[src/rtl/lsegt_pkg.sv]
`timescale 1ns / 1ps
// ============================================================================
// lsegt_pkg: shared types and constants
// Field widths, opcodes, controller states and the command and status
// bundles that join the controller to the datapath.
// ============================================================================
package lsegt_pkg;

    localparam int OPCODE_W = 2;
    localparam int RANGE_W  = 11;
    localparam int VALUE_W  = 32;
    localparam int SUM_W    = 64;
    localparam int SIZE_W   = 11;

    localparam logic [SIZE_W-1:0]   ACTIVE_SIZE_RESET = 11'd1024;

    localparam logic [OPCODE_W-1:0] OP_ADD   = 2'd0;
    localparam logic [OPCODE_W-1:0] OP_QUERY = 2'd1;
    localparam logic [OPCODE_W-1:0] OP_CLEAR = 2'd2;

    typedef enum logic [14:0] {
        S_CLEAR    = 15'h0001,
        S_IDLE     = 15'h0002,
        S_DISPATCH = 15'h0004,
        S_AMUL_LO  = 15'h0008,
        S_AMUL_HI  = 15'h0010,
        S_USETUP   = 15'h0020,
        S_URD      = 15'h0040,
        S_UWR      = 15'h0080,
        S_QSETUP   = 15'h0100,
        S_QRD      = 15'h0200,
        S_QACC     = 15'h0400,
        S_QMUL_LO  = 15'h0800,
        S_QMUL_HI  = 15'h1000,
        S_QCOMB    = 15'h2000,
        S_DONE     = 15'h4000
    } lsegt_state_t;

    typedef struct packed {
        logic load;
        logic clr_step;
        logic mul_lo;
        logic mul_hi;
        logic mul_acc;
        logic upd_setup;
        logic rd;
        logic upd_wr;
        logic qry_setup;
        logic qry_acc;
        logic combine;
        logic second;
        logic out_load;
    } lsegt_cmd_t;

    typedef struct packed {
        logic is_add;
        logic is_query;
        logic is_clear;
        logic empty;
        logic upd_done;
        logic qry_done;
        logic clr_last;
    } lsegt_status_t;

endpackage

[src/rtl/lsegt_ctrl.sv]
`timescale 1ns / 1ps
// ============================================================================
// lsegt_ctrl: operation sequencer
// Steps the datapath through clearing, tree updates, prefix walks and
// result hand-off, and owns the input and output handshakes.
// ============================================================================
module lsegt_ctrl (
    input  logic                     clk,
    input  logic                     rst_n,
    input  logic                     in_valid,
    output logic                     in_ready,
    output logic                     out_valid,
    input  logic                     out_ready,
    input  lsegt_pkg::lsegt_status_t status,
    output lsegt_pkg::lsegt_cmd_t    cmd
);

    lsegt_pkg::lsegt_state_t state_reg, state_next;
    logic second_reg, second_next;
    logic out_valid_reg, out_valid_next;

    always_comb
    begin
        state_next  = state_reg;
        second_next = second_reg;
        cmd         = '0;
        cmd.second  = second_reg;
        in_ready    = 1'b0;
        case (state_reg)
            lsegt_pkg::S_CLEAR:
            begin
                cmd.clr_step = 1'b1;
                if (status.clr_last)
                begin
                    state_next = lsegt_pkg::S_IDLE;
                end
            end
            lsegt_pkg::S_IDLE:
            begin
                in_ready = 1'b1;
                if (in_valid)
                begin
                    cmd.load   = 1'b1;
                    state_next = lsegt_pkg::S_DISPATCH;
                end
            end
            lsegt_pkg::S_DISPATCH:
            begin
                second_next = 1'b0;
                if (status.is_clear)
                begin
                    state_next = lsegt_pkg::S_CLEAR;
                end
                else if (status.is_add)
                begin
                    state_next = status.empty ? lsegt_pkg::S_IDLE : lsegt_pkg::S_AMUL_LO;
                end
                else if (status.is_query)
                begin
                    state_next = status.empty ? lsegt_pkg::S_DONE : lsegt_pkg::S_QSETUP;
                end
                else
                begin
                    state_next = lsegt_pkg::S_IDLE;
                end
            end
            lsegt_pkg::S_AMUL_LO:
            begin
                cmd.mul_lo = 1'b1;
                state_next = lsegt_pkg::S_AMUL_HI;
            end
            lsegt_pkg::S_AMUL_HI:
            begin
                cmd.mul_hi = 1'b1;
                state_next = lsegt_pkg::S_USETUP;
            end
            lsegt_pkg::S_USETUP:
            begin
                cmd.upd_setup = 1'b1;
                state_next    = lsegt_pkg::S_URD;
            end
            lsegt_pkg::S_URD:
            begin
                if (status.upd_done)
                begin
                    second_next = 1'b1;
                    state_next  = second_reg ? lsegt_pkg::S_IDLE : lsegt_pkg::S_AMUL_LO;
                end
                else
                begin
                    cmd.rd     = 1'b1;
                    state_next = lsegt_pkg::S_UWR;
                end
            end
            lsegt_pkg::S_UWR:
            begin
                cmd.upd_wr = 1'b1;
                state_next = lsegt_pkg::S_URD;
            end
            lsegt_pkg::S_QSETUP:
            begin
                cmd.qry_setup = 1'b1;
                state_next    = lsegt_pkg::S_QRD;
            end
            lsegt_pkg::S_QRD:
            begin
                if (status.qry_done)
                begin
                    state_next = lsegt_pkg::S_QMUL_LO;
                end
                else
                begin
                    cmd.rd     = 1'b1;
                    state_next = lsegt_pkg::S_QACC;
                end
            end
            lsegt_pkg::S_QACC:
            begin
                cmd.qry_acc = 1'b1;
                state_next  = lsegt_pkg::S_QRD;
            end
            lsegt_pkg::S_QMUL_LO:
            begin
                cmd.mul_lo  = 1'b1;
                cmd.mul_acc = 1'b1;
                state_next  = lsegt_pkg::S_QMUL_HI;
            end
            lsegt_pkg::S_QMUL_HI:
            begin
                cmd.mul_hi  = 1'b1;
                cmd.mul_acc = 1'b1;
                state_next  = lsegt_pkg::S_QCOMB;
            end
            lsegt_pkg::S_QCOMB:
            begin
                cmd.combine = 1'b1;
                second_next = 1'b1;
                state_next  = second_reg ? lsegt_pkg::S_DONE : lsegt_pkg::S_QSETUP;
            end
            lsegt_pkg::S_DONE:
            begin
                if (!out_valid_reg || out_ready)
                begin
                    cmd.out_load = 1'b1;
                    state_next   = lsegt_pkg::S_IDLE;
                end
            end
            default:
            begin
                state_next = lsegt_pkg::S_IDLE;
            end
        endcase
    end

    always_comb
    begin
        out_valid_next = (out_valid_reg && !out_ready) || cmd.out_load;
    end

    always_ff @(posedge clk or negedge rst_n)
    begin
        if (!rst_n)
        begin
            state_reg     <= lsegt_pkg::S_CLEAR;
            second_reg    <= 1'b0;
            out_valid_reg <= 1'b0;
        end
        else
        begin
            state_reg     <= state_next;
            second_reg    <= second_next;
            out_valid_reg <= out_valid_next;
        end
    end

    assign out_valid = out_valid_reg;

endmodule

[config.mk]
export PLATFORM = sky130hd
export DESIGN_NAME = lsegt_ctrl
export DESIGN_NICKNAME = d
export VERILOG_FILES = /design/src/rtl/lsegt_pkg.sv /design/src/rtl/lsegt_ctrl.sv
export SDC_FILE = /design/constraint.sdc
export NUM_CORES = 1
export LEC_CHECK = 0
export BUFFER_PORTS_ARGS = -buffer_cell sky130_fd_sc_hd__buf_2
export CAP_MARGIN = 0
export CORE_MARGIN = 8
export CORE_UTILIZATION = 57
export DETAILED_ROUTE_END_ITERATION = 10
export GPL_ROUTABILITY_DRIVEN = 0
export PLACE_DENSITY_LB_ADDON = 0.05
export SYNTH_ARGS = -nofsm -noshare
export SYNTH_HDL_FRONTEND = slang
export SYNTH_SLANG_ARGS = --single-unit
[constraint.sdc]
create_clock -name clk -period 4.45 [get_ports clk]
set_input_delay 0.445 -clock clk [delete_from_list [all_inputs] [get_ports clk]]
set_output_delay 0.445 -clock clk [all_outputs]
set_load 0.01 [all_outputs]
* Yosys cells after proc, flatten, opt, wreduce, memory -nomap -nowiden
Index checks and enable logic that the tools add are counted.
Word-level totals: word-level logic and storage cells 67, input port bits 11, register bits after elaboration 17, output and inout bits 15
Operators by class: equal/unequal tests 19, reduce and logical (&&, ||, !) cells 13, multiplexer cells 32
Operator list (number):
- $pmux W15 S13 | 1
- $mux W15 | 8
- $mux W1 | 17
- $eq A15 B1 Y1 const B | 1
- $eq A15 B10 Y1 const B | 1
- $eq A15 B11 Y1 const B | 1
- $eq A15 B12 Y1 const B | 1
- $eq A15 B13 Y1 const B | 1
- $eq A15 B14 Y1 const B | 1
- $eq A15 B15 Y1 const B | 1
- $eq A15 B2 Y1 const B | 1
- $eq A15 B3 Y1 const B | 1
- $eq A15 B4 Y1 const B | 1
- $eq A15 B5 Y1 const B | 1
- $eq A15 B6 Y1 const B | 1
- $eq A15 B7 Y1 const B | 1
- $eq A15 B8 Y1 const B | 1
- $eq A15 B9 Y1 const B | 1
- $mux W12 | 1
- $reduce_or A2 Y1 | 5
- $mux W4 | 2
- $mux W8 | 1
- $ne A2 B2 Y1 const B | 4
- $pmux W1 S3 | 1
- other kinds (7) | 9

* Longest topological paths before layout
depth in word-level cells 5, depth in mapped cells 6, depth with buffers taken out 5

* Worst setup path after synthesis
No wires, ideal clock.
path kind reg2out, start reg state_reg[9], end out cmd[6] in the netlist's numbering, stages on the path, launching flop included 7, data required time 4005 ps, arrival 1754 ps, setup slack 2251 ps, path through dfrtp_1 buf_6 nor4_4 nand3_2 or3_4 nor4b_4 o21bai_1
RTL lines:
- start: declaration | RTL line lsegt_ctrl.sv:18 | lsegt_pkg::lsegt_state_t state_reg, state_next;
- start signal: assignment | RTL line lsegt_ctrl.sv:164 | state_reg <= lsegt_pkg::S_CLEAR;
- start signal: assignment | RTL line lsegt_ctrl.sv:170 | state_reg <= state_next;
- end: declaration | RTL line lsegt_ctrl.sv:15 | output lsegt_pkg::lsegt_cmd_t cmd

==> impl_summary.txt <==
----------------------------------------------------
[Drt]
  Metal1 wirelength ... 1220 µm
  Count of TritonRoute iterations in the first routing pass ... 4
  Number of DRC markers in iteration 0 ... 70
  Antenna-violating nets left ... 0
  Highest metal layer used by the detailed router ... met4
  Met2 wire length ... between 1000 and 1500 µm
  Overall via count from detail_route ... about 1100
  Routed wire length ... 2770 µm
  DRC violation count after routing ... 0
  Metal3 WL ... 187 µm
  Routed via count divided by cell count ... 5.96
  Final routed wire length divided by cell count ... 15.4 µm

[Critical path]
  Source of the critical timing path ... state_reg[9]
  Critical path peak fanout ... 8
  Cell Chain, Critical Path ... nor4_4 -> nand3_2 -> or3_4 -> nor4b_4 -> o21bai_1 -> buf_2
  Slowest cell on the critical path ... sky130_fd_sc_hd__dfrtp_1
  Launching point of the worst reg2reg path ... state_reg[4]
  Largest stage delay on the critical path ... around 0.50 ns
  Cell family contributing the most delay on the critical path ... simple AND/OR/NAND/NOR gates
  Arr. time, crit path ... 2.36 ns
  Worst reg2reg setup slack ... 2.44 ns
  Type of destination of the critical path ... primary output
  Critical path buffer and inverter count ... 1
  Data required, critical path ... 4.01 ns
  Critical path start-end classification ... flop to primary output
  Type of origin of the critical path ... flop

[Power]
  Internal Pwr Total ... around 0.27 mW
  Net switching power of the design ... ~0.17 mW
  Power Density ... 342 nW/µm²
  Leakage power summed over all cells ... about 0.64 nW
  Relative contribution of sequential cells to total power ... 0.423
  VDD IR max ... 0.193 mV
  Sw Share ... 0.391
  Comb pwr share ... 0.381
  Portion of total power attributed to the clock network ... 0.196

[Finish]
  Number of filler instances in the final layout ... 191
  Post-layout instance count excluding filler cells ... 180
  Number of nets in the finished design ... 165
  Most frequent standard cell in the layout excluding fill and tap cells ... sky130_fd_sc_hd__buf_2
  Flip-flop count of the largest register after layout ... 15
  Commonest cells after routing, fill and taps aside ... 25 x sky130_fd_sc_hd__buf_2, 18 x sky130_fd_sc_hd__nor2_1, 16 x sky130_fd_sc_hd__dfrtp_1
  Final design instance area without fill ... 1300 µm²
  Fraction of the core area covered by cells at the end of the flow ... 0.663
  Area growth, synth to finish ... 9.24%
  Layout cell share with drive strength beyond 1 ... 0.255
  Inserted Diodes ... 0

[Synthesis]
  Dominant register cell in the synthesized netlist ... sky130_fd_sc_hd__dfrtp_1
  Post-synth top area share ... 0.336
  Syn Nets ... 146
  Adder-cell share of the synthesized area ... 0
  Distinct cells, synth ... 40
  Post-Synthesis Cells ... 135
  Share of the synthesized area in compound gates (AO/OA/AOI/OAI) ... 0.0788
  Mean area per synthesized cell ... 8.82 µm²
  Flip-flop and latch count after synthesis ... 17
  Sequential-to-total area share from yosys stat ... 0.358
  Xor and xnor fraction of the mapped netlist area ... 0.0515
  Post-synth EDFFs ... 0
  Most area-consuming cells after synthesis ... sky130_fd_sc_hd__dfrtp_1 34%, sky130_fd_sc_hd__nor2_1 5.7%, sky130_fd_sc_hd__nor4_4 5.4%, sky130_fd_sc_hd__nor4b_1 5.1%, sky130_fd_sc_hd__nand3_1 3.8%
  Fraction of synthesis flops using an asynchronous set or reset pin ... 1.00
  Synthesized-area fraction occupied by and/or/nand/nor cells ... 0.426
  Number of warnings reported in the yosys synthesis log ... 0
  Largest family of logic cells by synthesized area ... simple AND/OR/NAND/NOR gates
  Post-synthesis cell type with the largest combined area ... sky130_fd_sc_hd__dfrtp_1
  Portion of netlist area occupied by mux cells ... 0
  Synthesized cell area ... 1190 µm²

[Global route]
  Wire length of the first global-routing pass ... approximately 4800 µm
  Sum of overflow across all layers after global routing ... 0
  Initial antenna violation count ... 0
  Total track usage ... 0.171
  Via count of the first global-routing pass ... 1092
  Pin count of the biggest net entering global routing ... 18

[Clocking]
  Count of hold buffers inserted by post-cts repair ... 0
  Clock tree sinks ... 17
  PostCTS Resize Cnt ... 0
  Clock insertion delay at the later pin of the skew report ... 0.31 ns
  Maximum buffer depth of the clock tree ... 2
  Buffers inserted during post-CTS setup optimization ... 0
  Root buffer cell ... sky130_fd_sc_hd__clkbuf_4
  Clock tree from TritonCTS ... built
  Inserted Clock Buffers ... 3
  Clock H-tree levels ... 1
  Clock transition at the registers of the reported paths ... roughly 0.1 ns

[Timing]
  Final setup viols ... 0
  Setup_tns ... 0 ns
  F_max ... 0.357 GHz
  Final worst clock skew ... 0.00619 ns
  Slew at the pin closest to its max-slew limit ... 0.431 ns
  Final Critical Period ... ~2.8 ns
  Max Slew Vio Count ... 0
  Worst setup slack after layout ... between 1.5 and 2 ns
  Final hold violation count ... 0
  Headroom to the max-slew limit ... 0.705
  Part of the cycle the worst path needs ... 0.630
  RSZ-0062 raised after global routing ... no

[Die]
  Die Y ... 61.7 µm
  Die area ... 3810 µm²
  Core outline area ... 1960 µm²
  Initial Util ... 0.607
  Standard-cell row count ... 16
  DIE WIDTH ... 61.7 µm
  Io pins ... 26

[Place]
  PortBufs ... 25
  Post-Place Cells ... 176
  Worst slack at placement ... ~2 ns
  Cell area after placement ... 1270 µm²
  Detailed Place HPWL ... 2190 µm

[Flow run]
  Number of max-cap violations ... 0

[Outcome]
  Result of the run ... finished clean

[Min path]
  Tightest Hold Check Type ... input port to async pin

----------------------------------------------------
## worst reg2reg max path, stage by stage, from the launching register on
cell and delay, ns:
sky130_fd_sc_hd__dfrtp_1 0.50, sky130_fd_sc_hd__nor4_4 0.49, sky130_fd_sc_hd__nand4_1 0.22, sky130_fd_sc_hd__a2111oi_0 0.49
sky130_fd_sc_hd__nor3_1 0.12, sky130_fd_sc_hd__a21oi_1 0.13
## power by group through the flow
stage,Combinational (mW),Clock [mW],Sequential [mW]
after floorplan,0.136,0,0.180
after global placement,0.167,0,0.191
after detailed placement,0.169,0,0.192
after CTS,0.170,0.0888,0.188
after global routing,0.194,0.0972,0.190
final,0.169,0.0874,0.188
## layer usage
metal,global-route usage,up-vias
met2,0.282,43
li1,-,516
met1,0.200,505
met4,0.0779,0
met3,0.0494,8
met5,0,-
## path summary, 6_finish.rpt
check,to,cells after the start
worst max-delay path,cmd[6],6
worst min-delay path,out_valid,1
worst max register to register,state_reg[1],5
worst min register to register,state_reg[8],1
max in group asynchronous,state_reg[0],1
min in group clk,state_reg[0],2
## stage by stage
| stage | hold WS [ns] | power (mW) |
|---|---|---|
| final | 0.0452 | 0.445 |
| after global routing | 0.0624 | 0.481 |
| after CTS | 0.0564 | 0.448 |
| after detailed placement | 0.390 | 0.360 |
| after global placement | 0.383 | 0.357 |
| after floorplan | 0.149 | 0.316 |
## cell type report
| cell class | count | area (µm²) | share of cell area |
|---|---|---|---|
| multi-input cells | 100 | 663 | 0.510 |
| flip-flops and latches | 17 | 427 | 0.328 |
| repair buffers | 25 | 125 | 0.0962 |
| well taps | 27 | 33.8 | 0.0260 |
| clock buffers | 4 | 26.3 | 0.0202 |
| inverters | 7 | 26.3 | 0.0202 |
## Yosys cell counts, types with 2 or more instances
cell type                  instances
sky130_fd_sc_hd__buf_2             4
sky130_fd_sc_hd__clkbuf_1          3
sky130_fd_sc_hd__buf_6             2
sky130_fd_sc_hd__nor4_1            2
sky130_fd_sc_hd__xor2_1            5
sky130_fd_sc_hd__and2_1            2
sky130_fd_sc_hd__nand2_1           8
sky130_fd_sc_hd__nor2_1           18
sky130_fd_sc_hd__nor4_4            3
sky130_fd_sc_hd__nand4_1           5
sky130_fd_sc_hd__dfrtp_1          16
sky130_fd_sc_hd__nor2b_1           3
sky130_fd_sc_hd__nor3_1            7
sky130_fd_sc_hd__nand3b_1          2
sky130_fd_sc_hd__o22ai_1           2
sky130_fd_sc_hd__xnor2_1           2
sky130_fd_sc_hd__nor4b_1           7
sky130_fd_sc_hd__o21ai_0           7
sky130_fd_sc_hd__nand3_1           9
sky130_fd_sc_hd__and3_1            2
sky130_fd_sc_hd__inv_1             7
## cell families (layout without fill, tap and decap cells)
logic type | Yosys count | after routing
simple gates | 78 | 78
buf+inv | 18 | 36
flops | 17 | 17
compound gates | 15 | 15
xor+xnor | 7 | 7
No activity file was read; power rests on OpenSTA's default activity.
